## src/sv/vsa_pkg.sv

```systemverilog
// Shared types and constants of the voice slot allocator.
`timescale 1ns / 1ps
package vsa_pkg;

    localparam int NUM_GROUPS = 3;
    localparam int LIM_W      = 8;
    localparam int PRIO_W     = 13;
    localparam int SUM_W      = 14;
    localparam int AGE_W      = 32;
    localparam int SLOT_W     = 7;
    localparam int CFG_IDX_W  = 3;

    typedef logic [1:0] t_grp;
    localparam t_grp GRP_WPN = 2'd0;
    localparam t_grp GRP_VEH = 2'd1;
    localparam t_grp GRP_RT  = 2'd2;

    typedef logic [1:0] t_status;
    localparam t_status ST_DONE    = 2'd0;
    localparam t_status ST_REFUSED = 2'd1;
    localparam t_status ST_EMPTY   = 2'd2;

    typedef logic [CFG_IDX_W-1:0] t_cfg_idx;
    localparam t_cfg_idx CFG_WPN_LIM  = 3'd0;
    localparam t_cfg_idx CFG_VEH_LIM  = 3'd1;
    localparam t_cfg_idx CFG_RT_LIM   = 3'd2;
    localparam t_cfg_idx CFG_PHYS_LIM = 3'd3;
    localparam t_cfg_idx CFG_RESV     = 3'd4;

    localparam logic [LIM_W-1:0] RST_WPN_LIM  = 8'd48;
    localparam logic [LIM_W-1:0] RST_VEH_LIM  = 8'd40;
    localparam logic [LIM_W-1:0] RST_RT_LIM   = 8'd48;
    localparam logic [LIM_W-1:0] RST_PHYS_LIM = 8'd96;
    localparam logic [LIM_W-1:0] RST_RESV     = 8'd12;

    localparam logic signed [SUM_W-1:0] DB_FRONT  = SUM_W'(24 * 16);
    localparam logic signed [SUM_W-1:0] DB_LOOP   = SUM_W'(6 * 16);
    localparam logic signed [SUM_W-1:0] DB_REPORT = SUM_W'(10 * 16);
    localparam logic signed [SUM_W-1:0] DB_BULLET = SUM_W'(3 * 16);
    localparam logic signed [SUM_W-1:0] DB_TAIL   = SUM_W'(2 * 16);
    localparam logic signed [SUM_W-1:0] SAT_LO    = SUM_W'(-4096);
    localparam logic signed [SUM_W-1:0] SAT_HI    = SUM_W'(4095);

    typedef enum logic [2:0] {
        S_IDLE,
        S_REL,
        S_SCAN,
        S_DRAIN,
        S_DECIDE,
        S_FIN
    } t_state;

    typedef struct packed {
        t_grp                     grp;
        logic signed [PRIO_W-1:0] prio;
        logic [AGE_W-1:0]         age;
    } t_entry;

    typedef struct packed {
        logic rd_en;
        logic wr_en;
        logic clr_en;
    } t_tbl_cmd;

    typedef struct packed {
        logic start;
        logic step;
    } t_scan_cmd;

endpackage

```

## src/sv/vsa_prio.sv

```systemverilog
// Priority derivation of a new voice with saturation to the table range.
`timescale 1ns / 1ps
module vsa_prio (
    input  logic signed [11:0]                  i_mix_level,
    input  logic signed [11:0]                  i_output_gain,
    input  logic                                i_front_end,
    input  logic                                i_looping,
    input  logic                                i_loop_pending,
    input  logic                                i_reports_completion,
    input  logic                                i_bullet_hit,
    input  logic                                i_tail,
    output logic signed [vsa_pkg::PRIO_W-1:0]   o_prio
);

    logic signed [vsa_pkg::SUM_W-1:0] w_sum;

    always_comb begin
        w_sum = vsa_pkg::SUM_W'(i_mix_level) + vsa_pkg::SUM_W'(i_output_gain);
        if (i_front_end) begin
            w_sum = w_sum + vsa_pkg::DB_FRONT;
        end
        if (i_looping || i_loop_pending) begin
            w_sum = w_sum + vsa_pkg::DB_LOOP;
        end
        if (i_reports_completion) begin
            w_sum = w_sum + vsa_pkg::DB_REPORT;
        end
        if (i_bullet_hit) begin
            w_sum = w_sum - vsa_pkg::DB_BULLET;
        end
        if (i_tail) begin
            w_sum = w_sum - vsa_pkg::DB_TAIL;
        end
        if (w_sum < vsa_pkg::SAT_LO) begin
            w_sum = vsa_pkg::SAT_LO;
        end else if (w_sum > vsa_pkg::SAT_HI) begin
            w_sum = vsa_pkg::SAT_HI;
        end
        o_prio = w_sum[vsa_pkg::PRIO_W-1:0];
    end

endmodule

```

## config.mk

```make
export PLATFORM = sky130hd
export DESIGN_NAME = vsa_prio
export DESIGN_NICKNAME = d
export VERILOG_FILES = /design/src/sv/vsa_pkg.sv /design/src/sv/vsa_prio.sv
export SDC_FILE = /design/constraint.sdc
export NUM_CORES = 1
export LEC_CHECK = 0
export ABC_CLOCK_PERIOD_IN_PS = 7300
export BUFFER_PORTS_ARGS = -buffer_cell sky130_fd_sc_hd__buf_2
export CAP_MARGIN = 25
export CORE_MARGIN = 2
export CORE_UTILIZATION = 43
export DETAILED_ROUTE_END_ITERATION = 16
export GPL_ROUTABILITY_DRIVEN = 0
export PLACE_DENSITY = 0.68
export RECOVER_POWER = 100
export SYNTH_ARGS = -nofsm -noshare
export SYNTH_HDL_FRONTEND = slang
export SYNTH_SLANG_ARGS = --single-unit
```

## constraint.sdc

```tcl
create_clock -name vclk -period 7.3
set_clock_uncertainty 0.1 [all_clocks]
set_input_delay 0.73 -clock vclk [all_inputs]
set_output_delay 0.73 -clock vclk [all_outputs]
set_load 0.1 [all_outputs]
```

=== Word-level counts from Yosys, hierarchy flattened ===
Cells that the tools add are included.

* Register bits: 0
* Output and inout bits: 13
* Logic and storage cells: 16

* Add/subtract/negate cells: 6
* Magnitude comparators: 2
* Mux-type cells: 7
* Reduce and logical (&&, ||, !) cells: 1

{| class="wikitable"
|+ Operator list
! cell !! number
|-
| $mux W14 || 5
|-
| $sub A14 B7 Y14 const B || 2
|-
| $mux W13 || 2
|-
| $add A13 B10 Y14 const B || 1
|-
| $add A14 B8 Y14 const B || 1
|-
| $add A14 B9 Y14 const B || 1
|-
| $gt A14 B13 Y1 const B || 1
|-
| $lt A14 B13 Y1 const B || 1
|-
| $add A12 B12 Y13 || 1
|-
| $logic_or A1 B1 Y1 || 1
|}

=== Depth between registers and ports, before layout ===
Gate-level depths: netlist (run 1).

* Word-level depth: 14
* Gate-level depth with buffers: 23
* Depth with buffers taken out: 22

=== Worst setup path after synthesis (run 1) ===
No wires, ideal clock.

* Path kind: input-to-output
* From: in i_mix_level[0]
* To: out o_prio[12] (netlist bit)
* Arrival: 6.710 ns
* Slack: -0.240 ns
* Stages on the path: 20
* Path buffers: 0
* Cell sequence: ha_1 -> fa_1 -> a211oi_2 -> o21a_4 -> xnor2_1 -> inv_1 -> ha_1 -> o22a_1 -> nand3_1 -> ha_1 -> nor3b_1 -> mux2_2 -> o31a_1 -> or3_1 -> a21oi_1 -> o21bai_1 -> a2bb2oi_2 -> and2b_1 -> nand3_1 -> o21ai_0

* Cells in the longest elaborated chain, start to end: 14
* Elaborated cells between the ends (all ways): 15
* Classes of those cells: 6 x add/sub; 2 x order compare; 7 x mux

{| class="wikitable"
|+ Ends and longest elaborated chain
! element !! line !! source
|-
| start: declaration || vsa_prio.sv:4 || <nowiki>input logic signed [11:0] i_mix_level,</nowiki>
|-
| $add A12 B12 Y13 * || vsa_prio.sv:18 || <nowiki>w_sum = vsa_pkg::SUM_W'(i_mix_level) + vsa_pkg::SUM_W'(i_output_gain);</nowiki>
|-
| $add A13 B10 Y14 || vsa_prio.sv:20 || <nowiki>w_sum = w_sum + vsa_pkg::DB_FRONT;</nowiki>
|-
| $mux W14 * || vsa_prio.sv:19 || <nowiki>if (i_front_end) begin</nowiki>
|-
| $add A14 B8 Y14 || vsa_prio.sv:23 || <nowiki>w_sum = w_sum + vsa_pkg::DB_LOOP;</nowiki>
|-
| $mux W14 * || vsa_prio.sv:22 || <nowiki>if (i_looping || i_loop_pending) begin</nowiki>
|-
| $add A14 B9 Y14 || vsa_prio.sv:26 || <nowiki>w_sum = w_sum + vsa_pkg::DB_REPORT;</nowiki>
|-
| $mux W14 * || vsa_prio.sv:25 || <nowiki>if (i_reports_completion) begin</nowiki>
|-
| $sub A14 B7 Y14 || vsa_prio.sv:29 || <nowiki>w_sum = w_sum - vsa_pkg::DB_BULLET;</nowiki>
|-
| $mux W14 * || vsa_prio.sv:28 || <nowiki>if (i_bullet_hit) begin</nowiki>
|-
| $sub A14 B7 Y14 || vsa_prio.sv:32 || <nowiki>w_sum = w_sum - vsa_pkg::DB_TAIL;</nowiki>
|-
| $mux W14 * || vsa_prio.sv:31 || <nowiki>if (i_tail) begin</nowiki>
|-
| $gt A14 B13 Y1 || vsa_prio.sv:36 || <nowiki>end else if (w_sum > vsa_pkg::SAT_HI) begin</nowiki>
|-
| $mux W13 || vsa_prio.sv:36 ||
|-
| $mux W13 * || vsa_prio.sv:34 || <nowiki>if (w_sum < vsa_pkg::SAT_LO) begin</nowiki>
|-
| end: declaration || vsa_prio.sv:12 || <nowiki>output logic signed [vsa_pkg::PRIO_W-1:0] o_prio</nowiki>
|}

Mark *: on every way between the ends. The rest lies on a longest branch, timed or not.

=== Worst setup path after layout (run 1) ===
* From: in i_mix_level[0]
* To: out o_prio[1] (netlist bit)

The elaborated chain is that of the path after synthesis.

==> run metrics, run 1 <==
status completed; hold_buf cts 0; total core area 5110 µm²; die area 5870 µm²; hpwl dp 4690 µm; critical path arrival 6090 ps; Synth Area in Compound Gates 0.364; n_diodes 0; YS warnings 0; post-DR wirelength/cell 13.9 µm; Simple-Gate Fraction of Synth Area 0.276; worst vdd ir 0.346 mV; largest family of logic cells by synthesized area compound AO/OA/AOI/OAI gates; Slew HR 0.559; Via density 5.81; final setup violation count 0; CLK BUF 0; Cell Area, Synth 2270 µm²; Netlist cell types 80; chip height 76.6 µm; Hold Violations, Final 0; leakage power 1.07 nW; I/O Buffers 43; via count 2358; Tcrit/Tclk final 0.948; crit end category output pin; setup TNS 0 ps; RSZ-0062 raised after global routing no; Max-cap violations 0; Die X 76.6 µm; Resized cells post-CTS 0; Setup crit end o_prio[1]; TritonRoute pass-1 iters 4; maximum fanout along the worst path 6; Post-Route WL 5640 µm; Seq/Total Area, Yosys 0; syn avg cell area 7.53 µm²; Period minus WS final 6920 ps; Critical Path Start Type primary input; initial antenna violation count 0; sequential standard cell area 0 µm²; synth top area cells ha_1, xnor2_1, nor2_1, mux2i_1, a21oi_1; met2 GRT Util 0.337; Area Growth Syn to Fin 12.9%; drt drc 0; 1st-iter DRT viols 117; Global Route met3 Usage 0.00237; WS Path Type in2out; post-synthesis adder-cell area fraction 0.0972; DRT antenna net count 0; leading area contributor after synthesis ha_1; row count 26; post-synthesis xor/xnor area fraction 0.155; final std cells w/o fill 406; post-CTS setup buffers 0; Worst-Margin Slew 644 ps; Critical path origin i_mix_level[0]; post-layout util 0.501; Tot GR Track Use 0.183; GRT overflow 0; vias in the first global route 2048; pre-CTS setup slack 331 ps; cells after synthesis 301; Yosys top cell area share 0.0883; pin count of the biggest net entering global routing 14; Min-Delay Path Class in2out; first-pass GRT wire length 9440 µm; syn_nets 348; layout cells sized above 1 0.262; WHS 1910 ps; GRT met1 Usage 0.254; worst path required time 6470 ps; gr busiest metal met2; Max Slew Vio Count 0; # nets final 385; placed cells 406; PwrDens 386 nW/µm²; Initial Util 0.444; Peak Freq 144 MHz; mux share of post-synthesis cell area 0.0541; I/O Pins 43; fin worst setup slack 377 ps; FFs & Latches 0
-- Yosys cell counts, drive strengths merged, types with 4 or more instances --
cell type,number
ha,16
o21a,6
xnor2,20
and2,6
o21ai,20
nor2,33
xor2,7
a21oi,20
a21o,4
nand2b,6
a2111oi,4
buf,11
nand2,19
nand3,8
inv,11
or2,5
nor3,13
mux2i,10
a31oi,8
a211oi,7
o211ai,9
-- stage by stage --
step	area, µm²	total power [mW]
6_report	2560	0.988
3_3_place_gp	2520	0.959
2_1_floorplan	2270	0.835
3_5_place_dp	2520	0.969
4_1_cts	2520	0.971
5_1_grt	2560	1.05
-- cell type report --
class / instances / area [µm²]
well taps: 70 / 87.6
repair buffers: 47 / 258
inverters: 12 / 45.0
multi-input cells: 277 / 2170
fillers: 524 / 2550
-- worst max-delay path, stage by stage --
cell and delay, ps:
buf_2 100, ha_1 230, fa_1 420, a211oi_2 350, o21a_4 230, xnor2_1 160
inv_1 70, ha_1 320, o22a_1 220, nand3_1 120, ha_1 270, nor3b_1 80
mux2_2 290, o31a_1 290, or3_1 380, a21oi_1 160, o21bai_1 100, a2bb2oi_2 190
nand3b_1 150, nor4b_2 400, a31oi_4 110, buf_4 210, o21ai_2 50, buf_2 430
-- power breakdown --
group          leakage (nW)  internal (mW)  switching (mW)  total (mW)
clock network             0              0               0           0
registers                 0              0               0           0
logic                  1.07          0.275           0.712       0.988
total                  1.07          0.275           0.712       0.988
-- logic make-up (layout without fill, tap and decap cells) --
group	after synthesis	in the layout
AO/OA/AOI/OAI	105	105
XOR/XNOR	29	29
adder cells (fa/ha/maj)	17	17
buffers and inverters	24	59
multiplexers	12	12
AND/OR/NAND/NOR	114	114
-- how the worst min path moves through the flow --
stage / to / cells after the start / start
global route: o_prio[4] / 4 / i_bullet_hit
CTS: o_prio[5] / 4 / i_tail
finish: o_prio[6] / 5 / i_tail
global placement: o_prio[5] / 4 / i_tail
detailed placement: o_prio[5] / 4 / i_tail
floorplan: o_prio[4] / 2 / i_bullet_hit
-- per-layer routing --
layer  part of all wire  vias up  routed length, µm
li1                   -     1210                  -
met1               0.49     1087               2750
met2               0.48       61               2710
met3              0.031        0                177
met4                  0        0                  0
met5                  0        -                  0
-- cells in the final DEF (no fill, tap or decap), drive strengths merged, types with 3 or more instances in the layout --
master | synthesis | routed
nand3 | 8 | 8
inv | 11 | 11
nor3 | 13 | 13
ha | 16 | 16
mux2i | 10 | 10
or2 | 5 | 5
o21ai | 20 | 20
nand3b | 3 | 3
buf | 11 | 36
a21o | 4 | 4
o21a | 6 | 6
nor2b | 3 | 3
a2bb2oi | 3 | 3
o211ai | 9 | 9
and3 | 3 | 3
a2111oi | 4 | 4
xnor2 | 20 | 20
a31oi | 8 | 8
nand2b | 6 | 6
nand2 | 19 | 19
a21oi | 20 | 20
nor2 | 33 | 33
xor2 | 7 | 7
nor3b | 3 | 3
and2 | 6 | 6
or3 | 3 | 3
a211oi | 7 | 7
a32oi | 3 | 3
nor4b | 3 | 3
clkbuf | 1 | 11
(Power assumes the default switching activity.)
==> run 2: changes to the inputs <==
Settings changed: ABC_AREA from default to 1, PLACE_DENSITY 0.68 to 0.7, SETUP_SLACK_MARGIN from default to 0.2.
==> run 2 against run 1 <==
Sequential cell count stayed put. Final cell count increased by 9.9%. Design area decreased by 20%. Sequential share of layout area unchanged. Critical path type unchanged. Critical endpoint is now o_prio[8]. Largest power group unchanged.
==> run metrics, run 2 <==
status completed; fin worst setup slack 1170 ps (+797 ps); vias in the first global route 1921 (-6.2%); pin count of the biggest net entering global routing 13 (-1); syn avg cell area 5.08 µm² (-33%); leading area contributor after synthesis nand2_1; FFs & Latches 0 (unchanged); Synth Area in Compound Gates 0.0780 (-0.286); met3 WL post-DR 151 µm (-15%); sequential share of power 0 (unchanged); synth top area cells nand2_1, ha_1, inv_1, nand3_1, nand2_2; initial antenna violation count 0 (unchanged); YS warnings 0 (unchanged); PwrDens 274 nW/µm² (-29%); Tcrit/Tclk final 0.839 (-0.109); Buf/Inv on CP 3 (-1); Netlist cell types 25 (-69%); TritonRoute pass-1 iters 4 (unchanged); sequential standard cell area 0 µm² (unchanged); Cell Area, Synth 1800 µm² (-21%); syn_nets 401 (+15%); Slowest-stage cell, CP clkbuf_1; pre-CTS setup slack 1630 ps (+1300 ps); Tot GR Track Use 0.193 (+0.0102); worst path required time 6470 ps (about the same); # nets final 445 (+16%); Min-Delay Path Class in2out; crit-path max cell delay 880 ps (+450 ps); Crit path top cell by count nand2_1; DR WL met2 1800 µm (-34%); Comb power frac 1.000 (about the same); Initial Util 0.449 (+0.00552); commonest non-fill, non-tap cells in the layout nand2_1, inv_1, nand3_1; die area 4710 µm² (-20%); Max Slew Vio Count 0 (unchanged); largest family of logic cells by synthesized area simple AND/OR/NAND/NOR gates; Pint 0.116 mW (-58%); Seq/Total Area, Yosys 0 (unchanged); count leader, synth nand2_1; Net Switching 0.444 mW (-38%); Via density 4.85 (-16%); I/O Buffers 43 (unchanged); post-CTS setup buffers 0 (unchanged); Peak Freq 163 MHz (+13%); WS Path Type in2out; total core area 4000 µm² (-22%); CP top delay family simple AND/OR/NAND/NOR gates; Area Growth Syn to Fin 13.9%; max layer used met3; Critical path origin i_mix_level[0]; clock share of power 0 (unchanged); Die X 68.6 µm (-10%); setup TNS 0 ps (unchanged); via count 2163 (-8.3%); Resized cells post-CTS 0 (unchanged); cells after synthesis 354 (+18%); 1st-iter DRT viols 57 (-51%); leakage power 1.25 nW (+18%); RSZ-0062 raised after global routing no; hold_buf cts 0 (unchanged); Crit path depth 28 (+17%); Simple-Gate Fraction of Synth Area 0.614 (+0.338); layout cells sized above 1 0.187 (-0.0750); Max-cap violations 0 (unchanged); crit end category output pin; Post-Route WL 3960 µm (-30%); post-synthesis xor/xnor area fraction 0.0585 (-0.0967); Period minus WS final 6130 ps (-797 ps); DRT antenna net count 0 (unchanged); Post-synth top cells nand2_1, inv_1, nand3_1; n_diodes 0 (unchanged); CLK BUF 0 (unchanged); critical path arrival 5300 ps (-790 ps); drt drc 0 (unchanged); total power draw 0.560 mW (-43%); Slew HR 0.225 (-0.334); GRT overflow 0 (unchanged); chip height 68.6 µm (-10%); worst vdd ir 0.250 mV (-28%); post-DR wirelength/cell 8.87 µm (-36%); post-synthesis adder-cell area fraction 0.123 (+0.0254); I/O Pins 43 (unchanged); Placed Area 2060 µm² (-18%); hpwl dp 3560 µm (-24%); Yosys top cell area share 0.269 (+0.181); switch share 0.793 (+0.0723); maximum fanout along the worst path 12 (+6); finished layout cell area 2050 µm² (-20%); mux share of post-synthesis cell area 0 (-0.0541); Hold Violations, Final 0 (unchanged); row count 23 (-12%); WL met1 2000 µm (-27%); Critical Path Start Type primary input; first-pass GRT wire length 7520 µm (-20%); Worst-Margin Slew 1170 ps (+523 ps); Setup crit end o_prio[8]; commonest non-fill, non-tap cell in the layout nand2_1; final setup violation count 0 (unchanged)
## run 2: cell count changes after synthesis, sizes merged, moves of 7 or more
cell and delta:
nand4 +7, buf -10, mux2i -10, xnor2 -15
o211ai -9, a31oi -8, nand2 +135, nand3 +35
a211oi -7, inv +46, o21ai -12, nor3 -11
## run 2: layer usage
layer,global-route usage,vias to the layer above
met2,0.353,34
li1,-,1206
met4,0,0
met3,0,0
met1,0.270,923
met5,0,-
## run 2: metrics by stage
stage	cells	hold WS, ps	util
2_1_floorplan	354	2030	-
3_3_place_gp	446	1980	0.516
3_5_place_dp	446	1980	0.516
4_1_cts	446	1980	0.516
5_1_grt	446	2250	0.512
6_report	446	2190	0.512
## run 2: layout make-up
class | count | area, µm²
Fill cell | 459 | 1950
Tap cell | 50 | 62.6
Timing Repair Buffer | 43 | 199
Inverter | 58 | 218
Multi-Input combinational cell | 295 | 1570
## run 2: cells by family (layout without fill, tap and decap cells)
group,after synthesis,count (layout)
compound gates,25,25
xor+xnor,12,12
buf+inv,59,101
simple gates,241,241
fa+ha+maj,17,17
## run 2: power by group through the flow
stage / Sequential [mW] / Combinational [mW] / Clock (mW)
final: 0 / 0.560 / 0
after global routing: 0 / 0.621 / 0
after CTS: 0 / 0.572 / 0
after detailed placement: 0 / 0.570 / 0
after global placement: 0 / 0.565 / 0
after floorplan: 0 / 0.495 / 0
## run 2: worst min path at each step
stage,startpoint,to,cells after the start
2_1_floorplan,i_tail,o_prio[5],2
3_3_place_gp,i_tail,o_prio[5],4
3_5_place_dp,i_tail,o_prio[5],4
4_1_cts,i_tail,o_prio[5],4
5_1_grt,i_tail,o_prio[5],4
6_report,i_tail,o_prio[5],4
