File: src/sv/vsa_pkg.sv
// Shared types and constants of the voice slot allocator.
`timescale 1ns / 1ps
package vsa_pkg;

    localparam int NUM_GROUPS = 3;
    localparam int LIM_W      = 8;
    localparam int PRIO_W     = 13;
    localparam int SUM_W      = 14;
    localparam int AGE_W      = 32;
    localparam int SLOT_W     = 7;
    localparam int CFG_IDX_W  = 3;

    typedef logic [1:0] t_grp;
    localparam t_grp GRP_WPN = 2'd0;
    localparam t_grp GRP_VEH = 2'd1;
    localparam t_grp GRP_RT  = 2'd2;

    typedef logic [1:0] t_status;
    localparam t_status ST_DONE    = 2'd0;
    localparam t_status ST_REFUSED = 2'd1;
    localparam t_status ST_EMPTY   = 2'd2;

    typedef logic [CFG_IDX_W-1:0] t_cfg_idx;
    localparam t_cfg_idx CFG_WPN_LIM  = 3'd0;
    localparam t_cfg_idx CFG_VEH_LIM  = 3'd1;
    localparam t_cfg_idx CFG_RT_LIM   = 3'd2;
    localparam t_cfg_idx CFG_PHYS_LIM = 3'd3;
    localparam t_cfg_idx CFG_RESV     = 3'd4;

    localparam logic [LIM_W-1:0] RST_WPN_LIM  = 8'd48;
    localparam logic [LIM_W-1:0] RST_VEH_LIM  = 8'd40;
    localparam logic [LIM_W-1:0] RST_RT_LIM   = 8'd48;
    localparam logic [LIM_W-1:0] RST_PHYS_LIM = 8'd96;
    localparam logic [LIM_W-1:0] RST_RESV     = 8'd12;

    localparam logic signed [SUM_W-1:0] DB_FRONT  = SUM_W'(24 * 16);
    localparam logic signed [SUM_W-1:0] DB_LOOP   = SUM_W'(6 * 16);
    localparam logic signed [SUM_W-1:0] DB_REPORT = SUM_W'(10 * 16);
    localparam logic signed [SUM_W-1:0] DB_BULLET = SUM_W'(3 * 16);
    localparam logic signed [SUM_W-1:0] DB_TAIL   = SUM_W'(2 * 16);
    localparam logic signed [SUM_W-1:0] SAT_LO    = SUM_W'(-4096);
    localparam logic signed [SUM_W-1:0] SAT_HI    = SUM_W'(4095);

    typedef enum logic [2:0] {
        S_IDLE,
        S_REL,
        S_SCAN,
        S_DRAIN,
        S_DECIDE,
        S_FIN
    } t_state;

    typedef struct packed {
        t_grp                     grp;
        logic signed [PRIO_W-1:0] prio;
        logic [AGE_W-1:0]         age;
    } t_entry;

    typedef struct packed {
        logic rd_en;
        logic wr_en;
        logic clr_en;
    } t_tbl_cmd;

    typedef struct packed {
        logic start;
        logic step;
    } t_scan_cmd;

endpackage

File: src/sv/vsa_scan.sv
// Shared compare unit: tracks the lowest free slot and the best victim over a scan.
`timescale 1ns / 1ps
module vsa_scan #(
    parameter int IDX_W = 7
) (
    input  logic                                i_clk,
    input  logic                                i_rst_n,
    input  vsa_pkg::t_scan_cmd                  i_cmd,
    input  logic [vsa_pkg::NUM_GROUPS-1:0]      i_elig,
    input  logic [vsa_pkg::AGE_W-1:0]           i_age_now,
    input  logic [IDX_W-1:0]                    i_rd_idx,
    input  logic                                i_rd_valid_bit,
    input  vsa_pkg::t_entry                     i_rd_entry,
    output logic                                o_free_found,
    output logic [IDX_W-1:0]                    o_free_idx,
    output logic                                o_vic_found,
    output logic [IDX_W-1:0]                    o_vic_idx,
    output vsa_pkg::t_grp                       o_vic_grp,
    output logic signed [vsa_pkg::PRIO_W-1:0]   o_vic_prio
);

    logic                              r_free_found;
    logic [IDX_W-1:0]                  r_free_idx;
    logic                              r_vic_found;
    logic [IDX_W-1:0]                  r_vic_idx;
    vsa_pkg::t_grp                     r_vic_grp;
    logic signed [vsa_pkg::PRIO_W-1:0] r_vic_prio;
    logic [vsa_pkg::AGE_W-1:0]         r_vic_diff;

    logic [vsa_pkg::AGE_W-1:0]         w_diff;
    logic                              w_cand;
    logic                              w_better;
    logic                              w_take_vic;
    logic                              w_take_free;

    always_comb begin
        w_diff   = i_age_now - i_rd_entry.age;
        w_cand   = i_rd_valid_bit && (i_rd_entry.grp != 2'd3) && i_elig[i_rd_entry.grp];
        w_better = !r_vic_found || (i_rd_entry.prio < r_vic_prio) ||
                   ((i_rd_entry.prio == r_vic_prio) && (w_diff > r_vic_diff));
        w_take_vic  = i_cmd.step && w_cand && w_better;
        w_take_free = i_cmd.step && !i_rd_valid_bit && !r_free_found;
    end

    always_ff @(posedge i_clk) begin
        if (!i_rst_n) begin
            r_free_found <= 1'b0;
            r_vic_found  <= 1'b0;
        end else if (i_cmd.start) begin
            r_free_found <= 1'b0;
            r_vic_found  <= 1'b0;
        end else begin
            if (w_take_free) begin
                r_free_found <= 1'b1;
            end
            if (w_take_vic) begin
                r_vic_found <= 1'b1;
            end
        end
    end

    always_ff @(posedge i_clk) begin
        if (w_take_free) begin
            r_free_idx <= i_rd_idx;
        end
        if (w_take_vic) begin
            r_vic_idx  <= i_rd_idx;
            r_vic_grp  <= i_rd_entry.grp;
            r_vic_prio <= i_rd_entry.prio;
            r_vic_diff <= w_diff;
        end
    end

    assign o_free_found = r_free_found;
    assign o_free_idx   = r_free_idx;
    assign o_vic_found  = r_vic_found;
    assign o_vic_idx    = r_vic_idx;
    assign o_vic_grp    = r_vic_grp;
    assign o_vic_prio   = r_vic_prio;

endmodule

File: config.mk
export PLATFORM = sky130hd
export DESIGN_NAME = vsa_scan
export DESIGN_NICKNAME = d
export VERILOG_FILES = /design/src/sv/vsa_pkg.sv /design/src/sv/vsa_scan.sv
export SDC_FILE = /design/constraint.sdc
export NUM_CORES = 1
export LEC_CHECK = 0
export ABC_AREA = 1
export BUFFER_PORTS_ARGS = -buffer_cell sky130_fd_sc_hd__buf_4
export CAP_MARGIN = 20
export CORE_UTILIZATION = 40
export CTS_CLUSTER_SIZE = 16
export DETAILED_ROUTE_END_ITERATION = 12
export GPL_TIMING_DRIVEN = 0
export SYNTH_ARGS = -nofsm -noshare
export SYNTH_HDL_FRONTEND = slang
export SYNTH_SLANG_ARGS = --single-unit
export TNS_END_PERCENT = 30
File: constraint.sdc
create_clock -name i_clk -period 5.58 [get_ports i_clk]
set_input_delay 0.558 -clock i_clk [delete_from_list [all_inputs] [get_ports i_clk]]
set_output_delay 0.558 -clock i_clk [all_outputs]
set_load 0.05 [all_outputs]
# ---- Yosys cells after proc, flatten, opt, wreduce, memory -nomap -nowiden
# Cells that the tools add are included.
dict set report word_totals {
  inputBits 94
  word_cells 29
  ff_bits 63
  n_memories 0
  latch_bits 0
  mem_bits_rw 0
  romBits 0
  output_inout_bits 31
}
dict set report classes {
  reduce_logical 13
  bitwise 1
  div_mod_pow 0
  add_sub_neg 1
  n_shift 0
  n_eq_ne 2
  mul 0
  magnitude_cmp 3
  mux 2
}
# operator count
set op_table {}
lappend op_table {{32-bit greater-than comparator} 1}
lappend op_table {{32-bit subtractor} 1}
lappend op_table {{13-bit equality test} 1}
lappend op_table {{13-bit < comparator} 1}
lappend op_table {{1-bit logical AND} 7}
lappend op_table {{1-bit zero test} 3}
lappend op_table {{2-bit by 3-bit < comparator with 1-bit output, second input constant} 1}
lappend op_table {{1-bit binary-select mux with 2-bit select} 1}
lappend op_table {{1-bit logical OR} 2}
lappend op_table {{2-bit != test, second input constant} 1}
lappend op_table {{2-bit OR reduction} 1}
lappend op_table {{1-bit two-way mux} 1}
lappend op_table {{1-bit inverter} 1}

# ---- Depth between registers and ports, before layout
# Gate-level depths: netlist (run 1).
dict set report logic_depth {
  depth_word 5
  depth_mapped 23
  mapped_depth_nobuf 23
}

# ---- Least setup slack after synthesis (run 1)
# No wires, ideal clock.
dict set report synth_timing {
  path_type {input port to flip-flop}
  startpoint {in i_age_now[0] in the netlist's numbering}
  endpoint {reg r_vic_grp[0], in the netlist o_vic_grp[0] (enable)}
  setup_slack_ps -303
  setup_time_ps 484
  n_path_buf 0
  path_stages 20
  t_arrival_ps 5399
  t_required_ps 5096
  path_cell_list {inv_1 > ha_1 > fa_1 > inv_1 > nand3_1 > nand2_1 > a21oi_1 > o21ai_1 > nand3_1 > nand3_1 > nand2_1 > ha_1 > nand2_1 > nor2_1 > nand2_1 > nor2_1 > nand2_1 > nand2_1 > nand2_1 > a21oi_1}
}
dict set report synth_between {
  elab_chain_cells 5
}
# element line
set synth_lines {}
lappend synth_lines {{from (decl)} vsa_scan.sv:10} ;# input logic [vsa_pkg::AGE_W-1:0] i_age_now,
lappend synth_lines {{32-bit subtractor} vsa_scan.sv:37} ;# w_diff = i_age_now - i_rd_entry.age;
lappend synth_lines {{via w_diff (one bit)} vsa_scan.sv:30} ;# logic [vsa_pkg::AGE_W-1:0] w_diff;
lappend synth_lines {{32-bit greater-than comparator} vsa_scan.sv:40} ;# ((i_rd_entry.prio == r_vic_prio) && (w_diff > r_vic_diff));
lappend synth_lines {{1-bit logical AND} vsa_scan.sv:40}
lappend synth_lines {{1-bit logical OR} vsa_scan.sv:39} ;# w_better = !r_vic_found || (i_rd_entry.prio < r_vic_prio) ||
lappend synth_lines {{1-bit logical AND} vsa_scan.sv:41} ;# w_take_vic = i_cmd.step && w_cand && w_better;
lappend synth_lines {{via w_take_vic} vsa_scan.sv:33} ;# logic w_take_vic;
lappend synth_lines {{to (signal assigned)} vsa_scan.sv:68} ;# r_vic_grp <= i_rd_entry.grp;
lappend synth_lines {{to (decl)} vsa_scan.sv:26} ;# vsa_pkg::t_grp r_vic_grp;
# The timed path passes the listed nets, and every way through them passes these cells.
# A chain may end at the register's enable or synchronous reset.

# ---- Worst setup path after layout (run 1)
dict set report layout_timing {
  startpoint {in i_age_now[0] in the netlist's numbering}
  endpoint {reg r_vic_diff[8] in the netlist's numbering (enable)}
}
dict set report layout_between {
  elab_chain_cells 5
}
# element line
set layout_lines {}
lappend layout_lines {{32-bit subtractor} vsa_scan.sv:37}
lappend layout_lines {{via w_diff (one bit)} vsa_scan.sv:30}
lappend layout_lines {{32-bit greater-than comparator} vsa_scan.sv:40}
lappend layout_lines {{1-bit logical AND} vsa_scan.sv:40}
lappend layout_lines {{1-bit logical OR} vsa_scan.sv:39}
lappend layout_lines {{1-bit logical AND} vsa_scan.sv:41}
lappend layout_lines {{via w_take_vic} vsa_scan.sv:33}
lappend layout_lines {{to (signal assigned)} vsa_scan.sv:70} ;# r_vic_diff <= w_diff;
lappend layout_lines {{to (decl)} vsa_scan.sv:28} ;# logic [vsa_pkg::AGE_W-1:0] r_vic_diff;
# The timed path passes the listed nets, and every way through them passes these cells.

==> results of run 1 <==
final cells by class:
| class | instances | area (um^2) | share of cell area [%] |
|---|---|---|---|
| inverter | 145 | 544 | 7.98 |
| multi-input combinational | 467 | 2840 | 41.6 |
| sequential | 63 | 1870 | 27.4 |
| tap | 172 | 215 | 3.16 |
| timing repair buffer | 127 | 983 | 14.4 |
| clock inverter | 7 | 145 | 2.13 |
| clock buffer | 9 | 225 | 3.30 |
power by group:
group	total [mW]	internal (mW)	switching (mW)
clock	0.687	0.482	0.204
combinational	0.482	0.193	0.289
sequential	0.556	0.551	0.00480
cell usage after synthesis:
| cell type | instances |
|---|---|
| nand2_1 | 158 |
| inv_1 | 139 |
| ha_1 | 76 |
| edfxtp_1 | 61 |
| a21oi_1 | 54 |
| nor2_1 | 53 |
| nand3_1 | 33 |
| o21ai_0 | 14 |
| xor2_1 | 13 |
| nor3_1 | 10 |
| o21bai_1 | 10 |
| nand4_1 | 7 |
| inv_2 | 6 |
| o21ai_1 | 6 |
| o21a_1 | 5 |
| nor4_1 | 4 |
| xnor2_1 | 4 |
| a21boi_1 | 3 |
| a21o_1 | 3 |
| a31oi_1 | 2 |
| dfxtp_1 | 2 |
| nand2_2 | 2 |
| nor2_4 | 2 |
| and2_1 | 1 |
| fa_1 | 1 |
| nand3_2 | 1 |
| nand3b_1 | 1 |
| nor2_2 | 1 |
| o21ai_2 | 1 |
| o31ai_1 | 1 |
| or2_1 | 1 |
flip-flops by register name, summed over array words and instances, names as in the netlist:
signal        flops
o_free_found      1
o_vic_idx         7
o_vic_prio       13
r_vic_diff       32
o_vic_found       1
o_free_idx        7
o_vic_grp         2
layer usage:
metal	vias to the layer above	global-route usage [%]	part of all wire (%)
li1	2488	-	-
met1	2041	23.5	47
met2	152	30.9	44
met3	42	2.44	4.8
met4	0	11.0	4.2
met5	-	0	0
path summary, 6_finish.rpt:
path / slack, ns / cells after the start / end / from
max: 1.24 / 23 / r_vic_diff[8] / i_age_now[0]
min: 0.41 / 1 / o_free_idx[2] / i_rd_idx[2]
max reg2reg: 2.96 / 13 / r_vic_diff[8] / o_vic_prio[12]
min reg2reg: 0.47 / 2 / o_vic_found / o_vic_found
worst register-to-register path, stage by stage (launching register included):
cell and delay (ns):
edfxtp_1 0.35, inv_1 0.06, ha_1 0.31, nand2_1 0.08, nor2_1 0.14, and2_1 0.16
nand2_1 0.06, nand3_1 0.09, nand2_1 0.07, nand2_1 0.06, nor2_1 0.06, a21oi_4 0.47
buf_16 0.22, buf_12 0.19
per-stage QoR:
stage | setup slack, ns | cell area [um^2]
3_5_place_dp | 0.809 | 6440
2_1_floorplan | 0.782 | 5240
5_1_grt | 0.883 | 6820
3_3_place_gp | -0.591 | 6390
4_1_cts | 1.14 | 6820
6_report | 1.24 | 6820
cell families (layout without fill, tap and decap cells):
| group | count (synthesis) | in the layout | share of synthesized area, % |
|---|---|---|---|
| flops | 63 | 63 | 35.7 |
| buf+inv | 145 | 288 | 10.4 |
| fa+ha+maj | 77 | 77 | 18.5 |
| compound gates | 99 | 99 | 10.6 |
| xor+xnor | 17 | 17 | 2.84 |
| simple gates | 274 | 274 | 21.9 |
==> metrics, run 1 <==
number of fill cells 1,208; # setup viols final 0; Rel. slew slack 63.9%; Die Ht 116 um; share of cells above drive strength 1 19.2%; DIE WIDTH 116 um; CTS max path bufs 2; H-Tree Depth 3; period utilisation layout 77.7%; CP max FO 26; Max Freq 231 MHz; vias per inst 4.77; LEAKAGE 3.48 nW; Worst Path Arrival 4.37 ns; hold buffer count at cts 0; RSZ-0062 raised after global routing no; final critical-path required period 4.34 ns; post-synth top area cell edfxtp_1; critical path's slowest cell a21oi_4; WL/cell 12.1 um; CTS root buf clkbuf_16; Syn Nets 846; Core Rows 41; drc violations 0; diode count 0; Clock Latency Late Sink 0.33 ns; Required @ worst endpoint 5.62 ns; cell mode on critical path nand2_1; Antenna Nets Post-Route 0; Startpoint Class primary input; total number of vias 4,723; Layout area overhead 30.2%; synth top area cells edfxtp_1 35%, ha_1 18%, nand2_1 11%, inv_1 10%, a21oi_1 5.2%; clk slew on worst S/H paths 0.05 ns; Setup Fix Bufs, Post-CTS 0; sequential fraction of the synthesis area 35.7%; max incr delay on CP 0.47 ns; final cell count without fillers 990; hpwl dp 10,200 um; Post-Syn Area 5240 um^2; total CTS buffers 9; VDD IR max 0.136 mV; Netlist cell types 31; GPL Wtd Cong 0.875; die area 13,600 um^2; Total GRT Usage 18.7%; initial DRC count 208; #FFs+latches synth 63; crit-path cells buf_4, inv_1, ha_1, fa_1, inv_1, nand3_1, nand2_1, a21oi_1, o21ai_1, nand3_1, nand3_1, nand2_1, ha_1, nand2_1, nor2_1, nand2_1, nor2_1, nand2_1, nand2_1, nand2_1, a21oi_4, buf_16, buf_12; CTS resizes 0; NumNets Final 984; IO Port Bufs 124; mean post-synth cell area 7.76 um^2; largest net degree at the start of global routing 27; max-cap check violation count 0; drt pass-1 iters 4; Top delay family on crit path simple AND/OR/NAND/NOR gates; I/O pin cnt 125; clock sink count 63; initial antenna violation count 0; outcome finished, final reports clean; drt total wl 12,000 um; CTS tree yes; Placed Cells 973; skew final 0.00428 ns; critical path type in -> reg; Cell Pwr Density 253 nW/um^2; area share of the largest cell type after synthesis 35.0%; commonest non-fill, non-tap cells in the layout 158 x nand2_1, 139 x inv_1, 124 x buf_4, 76 x ha_1, 61 x edfxtp_1; initial core utilization 41.4%; first-pass GRT wire length 19,800 um; endpoints failing hold 0; vias in the first global route 4,618; most common cell after layout, fill and taps aside nand2_1; Buf/Inv on CP 5; Finished Core Util 53.8%; GRT Residual Overflow 0; Synthesis Warnings 0; PnR Total Power 1.72 mW; Hold Crit Class in -> reg; max-slew violation count 0; Post-Route Setup TNS 0 ns; Critical Path End Type flip-flop; Worst Tran Pin Value 0.541 ns; Cells after Synth 675; Worst Hold Slack 0.412 ns; Core Region 12,700 um^2
No activity file was read; power rests on OpenSTA's default activity.
==> run 2, diff against run 1 <==
==> constraint.sdc (replaced) <==
create_clock -name i_clk -period 4.4 [get_ports i_clk]
set_input_delay 0.44 -clock i_clk [delete_from_list [all_inputs] [get_ports i_clk]]
set_output_delay 0.44 -clock i_clk [all_outputs]
set_load 0.05 [all_outputs]
==> metrics, run 2 (synthesis gave the netlist of run 1 again) <==
outcome finished, final reports clean; Layout area overhead 28.8%; Gate power share 30.6% (+2.7 points); DIE WIDTH 116 um (unchanged); vias per inst 4.75 (-0.40%); initial DRC count 188 (-9.6%); Startpoint Class primary input; number of fill cells 1,228 (+1.7%); final cell count without fillers 990 (unchanged); CP max FO 21 (-19%); GRT Residual Overflow 0 (unchanged); cell-internal power 1.38 mW (+12%); Biggest register r_vic_diff; IO Port Bufs 124 (unchanged); Setup Fix Bufs, Post-CTS 0 (unchanged); Clk pwr share 34.0% (-5.8 points); CTS max path bufs 2 (unchanged); endpoints failing hold 0 (unchanged); die area 13,600 um^2 (unchanged); Cell Pwr Density 295 nW/um^2 (+17%); WL/cell 12.2 um (+0.73%); initial core utilization 41.4% (unchanged); drc violations 0 (unchanged); most common cell after layout, fill and taps aside nand2_1; Rel. slew slack 54.7% (-9.2 points); share of cells above drive strength 1 19.1% (-0.12 points); max-cap check violation count 0 (unchanged); first-pass GRT wire length 19,700 um (-0.55%); period utilisation layout 91.7%; Total GRT Usage 18.8% (+0.11 points); Die Ht 116 um (unchanged); Hold Path Stages 1 (unchanged); Critical Path End Type flip-flop; Required @ worst endpoint 4.43 ns (-1.19 ns); drt pass-1 iters 5 (+1); diode count 0 (unchanged); GPL Wtd Cong 0.862 (-1.4%); worst r2r path cells 12 (-1); LEAKAGE 3.45 nW (-0.87%); initial antenna violation count 0 (unchanged); Placed Area 6450 um^2 (+0.12%); Worst Tran Pin Value 0.678 ns (+0.138 ns); Post-Route Setup TNS 0 ns (unchanged); vias in the first global route 4,384 (-5.1%); Core Region 12,700 um^2 (unchanged); # setup viols final 0 (unchanged); number of flip-flops in the largest register 32 (unchanged); commonest non-fill, non-tap cells in the layout 158 x nand2_1, 139 x inv_1, 124 x buf_4, 76 x ha_1, 61 x edfxtp_1; Max Freq 248 MHz; CTS root buf clkbuf_16; largest net degree at the start of global routing 22 (-19%); clock sink count 63 (unchanged); CTS resizes 0 (unchanged); total number of vias 4,704 (-0.40%); final critical-path required period 4.03 ns; Core Rows 41 (unchanged); total CTS buffers 9 (unchanged); hpwl dp 10,500 um (+2.6%); Clock Latency Late Sink 0.33 ns (about the same); max-slew violation count 0 (unchanged); Worst Path Arrival 4.07 ns (-0.30 ns); NumNets Final 984 (unchanged); critical path type in -> reg; skew final 0.00533 ns (+0.00105 ns); Net Switching 0.612 mW (+23%); I/O pin cnt 125 (unchanged); Placed Cells 973 (unchanged); Hold Crit Class in -> reg; final instance area 6750 um^2 (-1.1%); sw frac 30.8% (+1.9 points); H-Tree Depth 3 (unchanged); Antenna Nets Post-Route 0 (unchanged); VDD IR max 0.203 mV (+49%); hold buffer count at cts 0 (unchanged); drt total wl 12,100 um (+0.73%); clk slew on worst S/H paths 0.05 ns (about the same); Worst Hold Slack 0.295 ns (-0.116 ns); RSZ-0062 raised after global routing no; register share of total power 35.4% (+3.2 points); CTS tree yes
==> run 2: changes by cell type in the layout (fill, tap and decap cells not counted) <==
cell | previous run | this run
clkinv_2 | 0 | 3
buf_16 | 1 | 2
buf_12 | 1 | 0
bufinv_16 | 4 | 1
clkbuf_1 | 0 | 1
clkinv_4 | 2 | 1
==> run 2: cell type report <==
| cell class | count | area, um^2 | area share (%) |
|---|---|---|---|
| timing repair buffer | 127 | 991 | 14.7 |
| inverter | 145 | 544 | 8.07 |
| tap | 172 | 215 | 3.19 |
| multi-input combinational | 467 | 2840 | 42.0 |
| clock buffer | 10 | 229 | 3.39 |
| sequential | 63 | 1870 | 27.7 |
| clock inverter | 6 | 61.3 | 0.909 |
==> run 2: worst max-delay path, stage by stage <==
cell     delay [ns]
buf_4          0.07
inv_1          0.03
ha_1           0.22
fa_1           0.41
inv_1          0.07
nand3_1        0.06
nand2_1        0.14
a21oi_1        0.14
o21ai_1        0.36
nand3_1        0.17
nand3_1        0.10
nand2_1        0.08
ha_1           0.28
nand2_1        0.06
nor2_1         0.15
nand2_1        0.11
nor2_1         0.16
nand2_1        0.07
nand2_1        0.05
nand2_1        0.08
a21oi_4        0.56
buf_16         0.24
==> run 2: final timing paths <==
kind | startpoint | slack, ns | to
min | i_rd_idx[2] | 0.30 | o_free_idx[2]
min reg2reg | o_vic_found | 0.49 | o_vic_found
max | i_age_now[0] | 0.37 | r_vic_diff[13]
max reg2reg | o_vic_prio[12] | 1.91 | r_vic_diff[13]
==> run 2: per-layer routing <==
metal	GRT usage [%]	wire length (um)
met4	7.44	250
met1	24.2	5700
met3	2.59	668
met2	31.9	5450
met5	0	0
==> run 2: power groups by stage <==
stage               Combinational, mW  Sequential [mW]  Clock [mW]
global placement                0.593            0.717           0
floorplan                       0.380            0.747           0
CTS                             0.613            0.705       0.696
finish                          0.609            0.705       0.676
global route                    0.697            0.707       0.717
detailed placement              0.610            0.717           0
==> run 2: per-stage QoR <==
stage	utilization (%)	setup WS, ns	power, mW
detailed placement	50.9	-0.00407	1.33
global route	53.3	0.0450	2.12
floorplan	-	0.357	1.13
global placement	50.5	-0.677	1.31
finish	53.3	0.366	1.99
CTS	53.2	0.327	2.01
